[config.mk]
export PLATFORM = sky130hd
export DESIGN_NAME = joystick_axis_conditioner_core
export DESIGN_NICKNAME = d
export VERILOG_FILES = /design/src/jac_pkg.sv /design/src/jac_lane.sv /design/src/joystick_axis_conditioner_core.sv
export SDC_FILE = /design/constraint.sdc
export NUM_CORES = 2
export LEC_CHECK = 0
export ABC_AREA = 1
export BUFFER_PORTS_ARGS = -buffer_cell sky130_fd_sc_hd__buf_2
export CORE_ASPECT_RATIO = 2
export CORE_MARGIN = 1.5
export CORE_UTILIZATION = 54
export CTS_CLUSTER_DIAMETER = 200
export DETAILED_ROUTE_END_ITERATION = 8
export PLACE_DENSITY = 0.68
export SLEW_MARGIN = 20
export SYNTH_ARGS = -nofsm -noshare
export SYNTH_HDL_FRONTEND = slang
export SYNTH_HIERARCHICAL = 1
export SYNTH_SLANG_ARGS = --single-unit
export TNS_END_PERCENT = 100
[constraint.sdc]
create_clock -name clk -period 17.3 [get_ports clk]
set_input_delay 4.325 -clock clk [delete_from_list [all_inputs] [get_ports clk]]
set_output_delay 4.325 -clock clk [all_outputs]
set_load 0.03 [all_outputs]
[src/jac_pkg.sv]
// ----------------------------------------------------------------------------
// jac_pkg
// Shared types and constants for the joystick axis conditioner.
// ----------------------------------------------------------------------------
package jac_pkg;

    localparam int FRACTION_BITS_DEF = 14;
    localparam int AXIS_COUNT_DEF    = 4;
    localparam int IN_AXES           = 4;
    localparam int AXIS_W            = 16;
    localparam int BUTTON_W          = 16;
    localparam int CFG_W             = 15;
    localparam int CFG_IDX_W         = 1;

    localparam logic [CFG_IDX_W-1:0] CFG_DEADZONE  = 1'b0;
    localparam logic [CFG_IDX_W-1:0] CFG_SMOOTHING = 1'b1;

    localparam logic [CFG_W-1:0] DEADZONE_RESET  = 15'd0;
    localparam logic [CFG_W-1:0] SMOOTHING_RESET = 15'd16384;

    typedef enum logic [2:0]
    {
        ST_IDLE,
        ST_DIV,
        ST_TGT,
        ST_MUL,
        ST_FIN
    } jac_state_t;

    typedef struct packed
    {
        logic load;
        logic div_step;
        logic tgt_step;
        logic mul_step;
        logic mul_bit;
        logic finish;
    } jac_ctrl_t;

endpackage

[src/jac_lane.sv]
// ----------------------------------------------------------------------------
// jac_lane
// One axis: deadzone rescale by a bit-serial restoring divider, then
// interpolation toward the target by a bit-serial shift-add multiplier.
// ----------------------------------------------------------------------------
module jac_lane
    import jac_pkg::*;
#(
    parameter int FRACTION_BITS = FRACTION_BITS_DEF
)
(
    input  logic                     clk,
    input  logic                     rst_n,
    input  jac_ctrl_t                ctrl,
    input  logic [FRACTION_BITS:0]   dz,
    input  logic signed [AXIS_W-1:0] raw,
    output logic signed [AXIS_W-1:0] value
);

    localparam int F     = FRACTION_BITS;
    localparam int MAG_W = (F + 1 > AXIS_W) ? F + 1 : AXIS_W;
    localparam int V_W   = MAG_W + 2;
    localparam int P_W   = V_W + F + 1;
    localparam int S_W   = P_W - F;
    localparam int VV_W  = S_W + 1;

    localparam longint SNAP_L = ((longint'(75) << F) + 500) / 1000;

    localparam logic signed [V_W-1:0]  ONE_V   = V_W'(longint'(1) << F);
    localparam logic signed [VV_W-1:0] ONE_VV  = VV_W'(longint'(1) << F);
    localparam logic signed [VV_W-1:0] SNAP_VV = VV_W'(SNAP_L);
    localparam logic [P_W-1:0]         HALF_P  = P_W'(longint'(1) << (F - 1));

    logic signed [AXIS_W-1:0] value_reg, value_next;
    logic                     zero_reg, zero_next;
    logic                     sat_reg, sat_next;
    logic                     neg_reg, neg_next;
    logic [F:0]               rem_reg, rem_next;
    logic [F:0]               div_reg, div_next;
    logic [F-1:0]             q_reg, q_next;
    logic                     tzero_reg, tzero_next;
    logic                     dneg_reg, dneg_next;
    logic [V_W-1:0]           dmag_reg, dmag_next;
    logic [P_W-1:0]           acc_reg, acc_next;

    logic signed [V_W-1:0]  raw_v, mag_v, dz_v, sub_v, dsub_v;
    logic [F+1:0]           r2, d_ext, r2_sub;
    logic                   ge;
    logic [F:0]             tmag;
    logic signed [V_W-1:0]  tmag_v, tgt_v, cur_v, diff_v;
    logic [P_W-1:0]         sum_p;
    logic [S_W-1:0]         step;
    logic signed [VV_W-1:0] step_vv, cur_vv, v, vm, v_clamp;

    always_comb
    begin
        raw_v  = {{(V_W-AXIS_W){raw[AXIS_W-1]}}, raw};
        mag_v  = raw_v[V_W-1] ? -raw_v : raw_v;
        dz_v   = {{(V_W-F-1){1'b0}}, dz};
        sub_v  = mag_v - dz_v;
        dsub_v = ONE_V - dz_v;

        r2     = {rem_reg, 1'b0};
        d_ext  = {1'b0, div_reg};
        ge     = (r2 >= d_ext);
        r2_sub = r2 - d_ext;

        if (zero_reg)
            tmag = '0;
        else if (sat_reg)
            tmag = {1'b1, {F{1'b0}}};
        else
            tmag = {1'b0, q_reg};
        tmag_v = {{(V_W-F-1){1'b0}}, tmag};
        tgt_v  = neg_reg ? -tmag_v : tmag_v;
        cur_v  = {{(V_W-AXIS_W){value_reg[AXIS_W-1]}}, value_reg};
        diff_v = tgt_v - cur_v;

        sum_p   = acc_reg + HALF_P;
        step    = sum_p[P_W-1:F];
        step_vv = {1'b0, step};
        cur_vv  = {{(VV_W-AXIS_W){value_reg[AXIS_W-1]}}, value_reg};
        v       = dneg_reg ? (cur_vv - step_vv) : (cur_vv + step_vv);
        vm      = v[VV_W-1] ? -v : v;
        if (tzero_reg && (vm < SNAP_VV))
            v_clamp = '0;
        else if (v > ONE_VV)
            v_clamp = ONE_VV;
        else if (v < -ONE_VV)
            v_clamp = -ONE_VV;
        else
            v_clamp = v;

        value_next = value_reg;
        zero_next  = zero_reg;
        sat_next   = sat_reg;
        neg_next   = neg_reg;
        rem_next   = rem_reg;
        div_next   = div_reg;
        q_next     = q_reg;
        tzero_next = tzero_reg;
        dneg_next  = dneg_reg;
        dmag_next  = dmag_reg;
        acc_next   = acc_reg;

        if (ctrl.load)
        begin
            zero_next = (mag_v < dz_v) || (dz_v >= ONE_V);
            sat_next  = (mag_v >= ONE_V);
            neg_next  = raw_v[V_W-1];
            rem_next  = sub_v[F:0];
            div_next  = dsub_v[F:0];
            q_next    = '0;
        end

        if (ctrl.div_step)
        begin
            rem_next = ge ? r2_sub[F:0] : r2[F:0];
            q_next   = {q_reg[F-2:0], ge};
        end

        if (ctrl.tgt_step)
        begin
            tzero_next = (tmag == '0);
            dneg_next  = diff_v[V_W-1];
            dmag_next  = diff_v[V_W-1] ? -diff_v : diff_v;
            acc_next   = '0;
        end

        if (ctrl.mul_step)
            acc_next = {acc_reg[P_W-2:0], 1'b0}
                     + (ctrl.mul_bit ? {{(P_W-V_W){1'b0}}, dmag_reg} : '0);

        if (ctrl.finish)
            value_next = v_clamp[AXIS_W-1:0];
    end

    always_ff @(posedge clk or negedge rst_n)
    begin
        if (!rst_n)
            value_reg <= '0;
        else
            value_reg <= value_next;
    end

    always_ff @(posedge clk)
    begin
        zero_reg  <= zero_next;
        sat_reg   <= sat_next;
        neg_reg   <= neg_next;
        rem_reg   <= rem_next;
        div_reg   <= div_next;
        q_reg     <= q_next;
        tzero_reg <= tzero_next;
        dneg_reg  <= dneg_next;
        dmag_reg  <= dmag_next;
        acc_reg   <= acc_next;
    end

    assign value = value_reg;

endmodule

[src/joystick_axis_conditioner_core.sv]
// ----------------------------------------------------------------------------
// joystick_axis_conditioner_core
// Sequence: an accepted input transaction is loaded, then come FRACTION_BITS
// divider steps, a target step, FRACTION_BITS+1 multiplier steps and a finish
// step, which waits while an earlier result is still pending, then out_valid.
// A new input transaction is taken only once the core is back in ST_IDLE after
// the finish step; divider and multiplier are serial, all axes run in parallel lanes.
// Reset: axis state cleared, deadzone 0, smoothing 1.0, both channels idle.
// ----------------------------------------------------------------------------
module joystick_axis_conditioner_core
    import jac_pkg::*;
#(
    parameter int FRACTION_BITS = FRACTION_BITS_DEF,
    parameter int AXIS_COUNT    = AXIS_COUNT_DEF
)
(
    input  logic                       clk,
    input  logic                       rst_n,

    input  logic                       cfg_write_en,
    input  logic [CFG_IDX_W-1:0]       cfg_index,
    input  logic [CFG_W-1:0]           cfg_data,

    input  logic                       in_valid,
    output logic                       in_ready,
    input  logic [BUTTON_W-1:0]        buttons,
    input  logic signed [AXIS_W-1:0]   left_x,
    input  logic signed [AXIS_W-1:0]   left_y,
    input  logic signed [AXIS_W-1:0]   right_x,
    input  logic signed [AXIS_W-1:0]   right_y,

    output logic                       out_valid,
    input  logic                       out_ready,
    output logic [BUTTON_W-1:0]        buttons_out,
    output logic signed [AXIS_W-1:0]   smooth_left_x,
    output logic signed [AXIS_W-1:0]   smooth_left_y,
    output logic signed [AXIS_W-1:0]   smooth_right_x,
    output logic signed [AXIS_W-1:0]   smooth_right_y
);

    localparam int F     = FRACTION_BITS;
    localparam int CNT_W = $clog2(F + 1);
    localparam int EXT_W = (F + 1 > CFG_W) ? F + 1 : CFG_W;

    localparam logic [EXT_W-1:0] ONE_EXT  = EXT_W'(longint'(1) << F);
    localparam logic [CNT_W-1:0] DIV_LAST = CNT_W'(F - 1);
    localparam logic [CNT_W-1:0] MUL_LAST = CNT_W'(F);

    jac_state_t           state_reg, state_next;
    logic [CNT_W-1:0]     cnt_reg, cnt_next;
    logic [F:0]           s_sh_reg, s_sh_next;
    logic [CFG_W-1:0]     dz_cfg_reg, s_cfg_reg;
    logic [BUTTON_W-1:0]  buttons_hold_reg, buttons_hold_next;
    logic [BUTTON_W-1:0]  buttons_out_reg, buttons_out_next;
    logic                 out_valid_reg, out_valid_next;

    jac_ctrl_t            ctrl;
    logic [EXT_W-1:0]     dz_ext, s_ext, dz_sat, s_sat;
    logic [F:0]           dz_eff, s_eff;

    logic signed [AXIS_W-1:0] raw_arr [IN_AXES];
    logic signed [AXIS_W-1:0] val_arr [IN_AXES];

    always_comb
    begin
        dz_ext = {{(EXT_W-CFG_W){1'b0}}, dz_cfg_reg};
        s_ext  = {{(EXT_W-CFG_W){1'b0}}, s_cfg_reg};
        dz_sat = (dz_ext > ONE_EXT) ? ONE_EXT : dz_ext;
        s_sat  = (s_ext > ONE_EXT) ? ONE_EXT : s_ext;
        dz_eff = dz_sat[F:0];
        s_eff  = s_sat[F:0];
    end

    always_ff @(posedge clk or negedge rst_n)
    begin
        if (!rst_n)
        begin
            dz_cfg_reg <= DEADZONE_RESET;
            s_cfg_reg  <= SMOOTHING_RESET;
        end
        else if (cfg_write_en)
        begin
            case (cfg_index)
                CFG_DEADZONE:  dz_cfg_reg <= cfg_data;
                CFG_SMOOTHING: s_cfg_reg  <= cfg_data;
                default:       ;
            endcase
        end
    end

    always_comb
    begin
        ctrl              = '0;
        state_next        = state_reg;
        cnt_next          = cnt_reg;
        s_sh_next         = s_sh_reg;
        buttons_hold_next = buttons_hold_reg;
        buttons_out_next  = buttons_out_reg;
        in_ready          = 1'b0;

        case (state_reg)
            ST_IDLE:
            begin
                in_ready = 1'b1;
                if (in_valid)
                begin
                    ctrl.load         = 1'b1;
                    buttons_hold_next = buttons;
                    cnt_next          = '0;
                    state_next        = ST_DIV;
                end
            end
            ST_DIV:
            begin
                ctrl.div_step = 1'b1;
                if (cnt_reg == DIV_LAST)
                    state_next = ST_TGT;
                else
                    cnt_next = cnt_reg + 1'b1;
            end
            ST_TGT:
            begin
                ctrl.tgt_step = 1'b1;
                s_sh_next     = s_eff;
                cnt_next      = '0;
                state_next    = ST_MUL;
            end
            ST_MUL:
            begin
                ctrl.mul_step = 1'b1;
                ctrl.mul_bit  = s_sh_reg[F];
                s_sh_next     = {s_sh_reg[F-1:0], 1'b0};
                if (cnt_reg == MUL_LAST)
                    state_next = ST_FIN;
                else
                    cnt_next = cnt_reg + 1'b1;
            end
            ST_FIN:
            begin
                if (!out_valid_reg || out_ready)
                begin
                    ctrl.finish      = 1'b1;
                    buttons_out_next = buttons_hold_reg;
                    state_next       = ST_IDLE;
                end
            end
            default:
                state_next = ST_IDLE;
        endcase

        if (ctrl.finish)
            out_valid_next = 1'b1;
        else if (out_ready)
            out_valid_next = 1'b0;
        else
            out_valid_next = out_valid_reg;
    end

    always_ff @(posedge clk or negedge rst_n)
    begin
        if (!rst_n)
        begin
            state_reg     <= ST_IDLE;
            cnt_reg       <= '0;
            out_valid_reg <= 1'b0;
        end
        else
        begin
            state_reg     <= state_next;
            cnt_reg       <= cnt_next;
            out_valid_reg <= out_valid_next;
        end
    end

    always_ff @(posedge clk)
    begin
        s_sh_reg         <= s_sh_next;
        buttons_hold_reg <= buttons_hold_next;
        buttons_out_reg  <= buttons_out_next;
    end

    assign raw_arr[0] = left_x;
    assign raw_arr[1] = left_y;
    assign raw_arr[2] = right_x;
    assign raw_arr[3] = right_y;

    for (genvar g = 0; g < IN_AXES; g++)
    begin : g_axis
        if (g < AXIS_COUNT)
        begin : g_lane
            jac_lane #(
                .FRACTION_BITS (FRACTION_BITS)
            ) u_lane (
                .clk   (clk),
                .rst_n (rst_n),
                .ctrl  (ctrl),
                .dz    (dz_eff),
                .raw   (raw_arr[g]),
                .value (val_arr[g])
            );
        end
        else
        begin : g_none
            assign val_arr[g] = '0;
        end
    end

    assign out_valid      = out_valid_reg;
    assign buttons_out    = buttons_out_reg;
    assign smooth_left_x  = val_arr[0];
    assign smooth_left_y  = val_arr[1];
    assign smooth_right_x = val_arr[2];
    assign smooth_right_y = val_arr[3];

endmodule

==> run summary <==
WHS Endpoint = buttons_out[10]
Core Region = 92520 sq um
Synth Instances = 7159
fin crit period = 7.105 ns
Routed WL = 143300 microns
cts bufs inserted = 55
worst skew pair latency = 0.67 ns
Setup TNS Final = 0 ns
# setup viols final = 0
Antenna Nets Post-Route = 0
Starting Density = 54.35%
Final period util = 41.07%
CP arrival = 7.49 ns
RR Endpoint = g_axis[1].g_lane.u_lane/acc_reg[29]
post-DR wirelength/cell = 16.71 microns
IO Count = 183
Avg Vias per Cell = 5.441
Port Buffers = 182
syn avg cell area = 7.024 sq um
CP Max Fanout = 11
# nets final = 7807
R2R depth = 28
Post-synth EDFFs = 447
Hold WC Path Type = flop to flop
Resized cells post-CTS = 0
CTS tree = done
Ys Warns = 6
cells taking the most area after synthesis = edfxtp_1 27%, nand2_1 14%, ha_1 9.0%
Synth cell types = 53
layout cells sized above 1 = 7.218%
dpl cell area = 52430 sq um
worst setup slack for register-to-register paths = 10.86 ns
clock tree buffer depth = 3
Die W = 218.8 microns
Reg clk slew, reported paths = 0.06 ns
syn_nets = 7643
Peak VDD IR = 0.0001162 V
clk_skew = 0.03924 ns
drt initial violations = 2435
sequential area share after synthesis = 31.77%
Post-synth ARST share = 18.58%
area grow syn2layout = 8.069%
worst-margin pin slew = 1.103 ns
clock root buffer = clkbuf_16
drc violations = 0
Sink Count = 549
RSZ-0062 raised after global routing = false
GPL Wtd Cong = 0.9818
final instance area = 54340 sq um
total grt overflow = 0
max-slew violations = 0
die area = 95070 sq um
Max Fclk = 140.8 MHz
Tot GR Track Use = 29.91%
slew margin rel. = 26.45%
maximum capacitance violations = 0
Worst EP required = 17.69 ns
initial antenna violation count = 8
worst hold path startpoint = buttons_hold_reg[10]
Yosys top cell area share = 26.69%
PwrDens = 179.2 nW/um^2
post-DP HPWL = 114100 microns
Pleak = 27.21 nW
first-pass GRT wire length = 225300 microns
Pre-antenna DRT Iters = 5
worst r2r src = state_reg[0]
Setup crit end kind = flop
Yosys reg bits = 549
endpoints failing hold = 0
Post-CTS Setup Inserts = 0
number of flip-flops in the largest register = 132
Hold-fix buffers, CTS = 0
Die Height = 434.6 microns
FILL cells = 9005
critical path launch point type = primary input
largest net degree at the start of global routing = 64
Top FF cell, synth = edfxtp_1
vias in the first global route = 46306
H-tree depth = 2
cell taking the most area after synthesis = edfxtp_1
cell area after synthesis = 50280 sq um
total number of vias = 46646
Site Rows = 158
Hold Crit Depth = 0
status = finished, final reports clean
crit path kind = primary input to flop
## cell usage after synthesis, types with 6 or more instances
library cell / n
o2111ai_1: 8
nor2_2: 26
buf_2: 7
nor4_1: 16
inv_1: 1151
nand2_1: 1900
ha_1: 363
dfrtp_1: 101
o21bai_1: 30
o21ai_2: 6
edfxtp_1: 447
nand4_1: 114
o21a_1: 35
clkinv_1: 13
xnor2_1: 109
nor3_1: 112
inv_2: 12
o21ai_0: 341
nor2_4: 15
nand2_2: 98
a21oi_1: 502
xor2_1: 321
o31ai_1: 19
nand3b_1: 40
a21boi_0: 15
buf_6: 11
or2_2: 34
clkbuf_1: 77
o211ai_1: 12
a31oi_1: 24
nand2_4: 7
nand3_1: 349
nor2_1: 694
a21o_1: 12
nor3b_1: 16
nand3_2: 18
fa_1: 20
o22ai_1: 23
o21ai_1: 26
## critical path, stage by stage
cell	delay, ns
buf_2	0.33
inv_1	0.23
nor2_1	0.18
xor2_1	0.09
ha_1	0.34
a21oi_1	0.10
nor2_1	0.15
nor2_1	0.07
o21ai_0	0.28
a21boi_0	0.20
nor2_1	0.16
o21ai_0	0.10
nand2_1	0.10
nand3_1	0.07
nand2_1	0.08
nand2_1	0.06
nand2_1	0.06
a21oi_1	0.06
or2_2	0.28
nand3b_1	0.08
o21ai_0	0.12
## placed cells by master, fill, tap and decap left out, drive strengths merged, types with 38 or more instances in the layout
| master | n |
|---|---|
| edfxtp | 447 |
| clkinv | 38 |
| nor3 | 113 |
| nand2 | 2005 |
| a21oi | 502 |
| inv | 1169 |
| nand3 | 368 |
| ha | 363 |
| buf | 205 |
| xnor2 | 109 |
| nand3b | 40 |
| nand4 | 114 |
| clkbuf | 65 |
| nor2 | 740 |
| dfrtp | 101 |
| xor2 | 321 |
| o21ai | 373 |
## worst max path at each step
stage | start | to | cells past startpoint
after global placement | right_y[15] | g_axis[3].g_lane.u_lane/rem_reg[14] | 21
final | right_y[15] | g_axis[3].g_lane.u_lane/zero_reg | 21
after floorplan | in_valid | g_axis[0].g_lane.u_lane/q_reg[0] | 3
after global routing | right_x[0] | g_axis[2].g_lane.u_lane/rem_reg[14] | 24
after CTS | right_y[15] | g_axis[3].g_lane.u_lane/rem_reg[14] | 21
after detailed placement | right_y[15] | g_axis[3].g_lane.u_lane/rem_reg[14] | 21
## layout make-up
cell class	count	area [sq um]	area share, %
sequential	549	15980	29.40
tap	1200	1501	2.763
clock inverter	39	394.1	0.7253
clock buffer	65	1515	2.788
inverter	1176	4415	8.125
antenna	3	7.507	0.01381
timing repair buffer	205	1086	1.999
multi-input combinational	5336	29450	54.19
## stage by stage
stage          worst slack (ns)  std cells  power, mW  util (%)  hold WS, ns
5_1_grt                   9.925       8570      10.63     58.73       0.4330
6_report                  10.20       8573      9.737     58.74       0.4182
2_1_floorplan             7.961       7159      6.926         -       0.4003
3_3_place_gp              9.677       8466      8.298     56.66       0.4040
4_1_cts                   10.33       8570      9.736     58.73       0.4201
3_5_place_dp              9.639       8466      8.404     56.66       0.4061
## per-layer routing
layer / vias up / track usage [%] / part of all wire, %
met2: 1121 / 58.37 / 53
met4: 10 / 20.88 / 7.8
met5: - / 0 / 0.046
li1: 23625 / - / -
met1: 21409 / 28.70 / 36
met3: 481 / 3.106 / 3.5
## report_power, final
group	switching [mW]	internal [mW]	total (mW)
combinational	4.04	1.95	5.98
clock	0.573	0.710	1.28
sequential	0.302	2.17	2.47
## kinds of logic after synthesis
family	share of synthesized area (%)
buf+inv	9.759
compound gates	11.51
simple gates	29.64
fa+ha+maj	9.829
flops	31.77
xor+xnor	7.490
(Power assumes the default switching activity.)
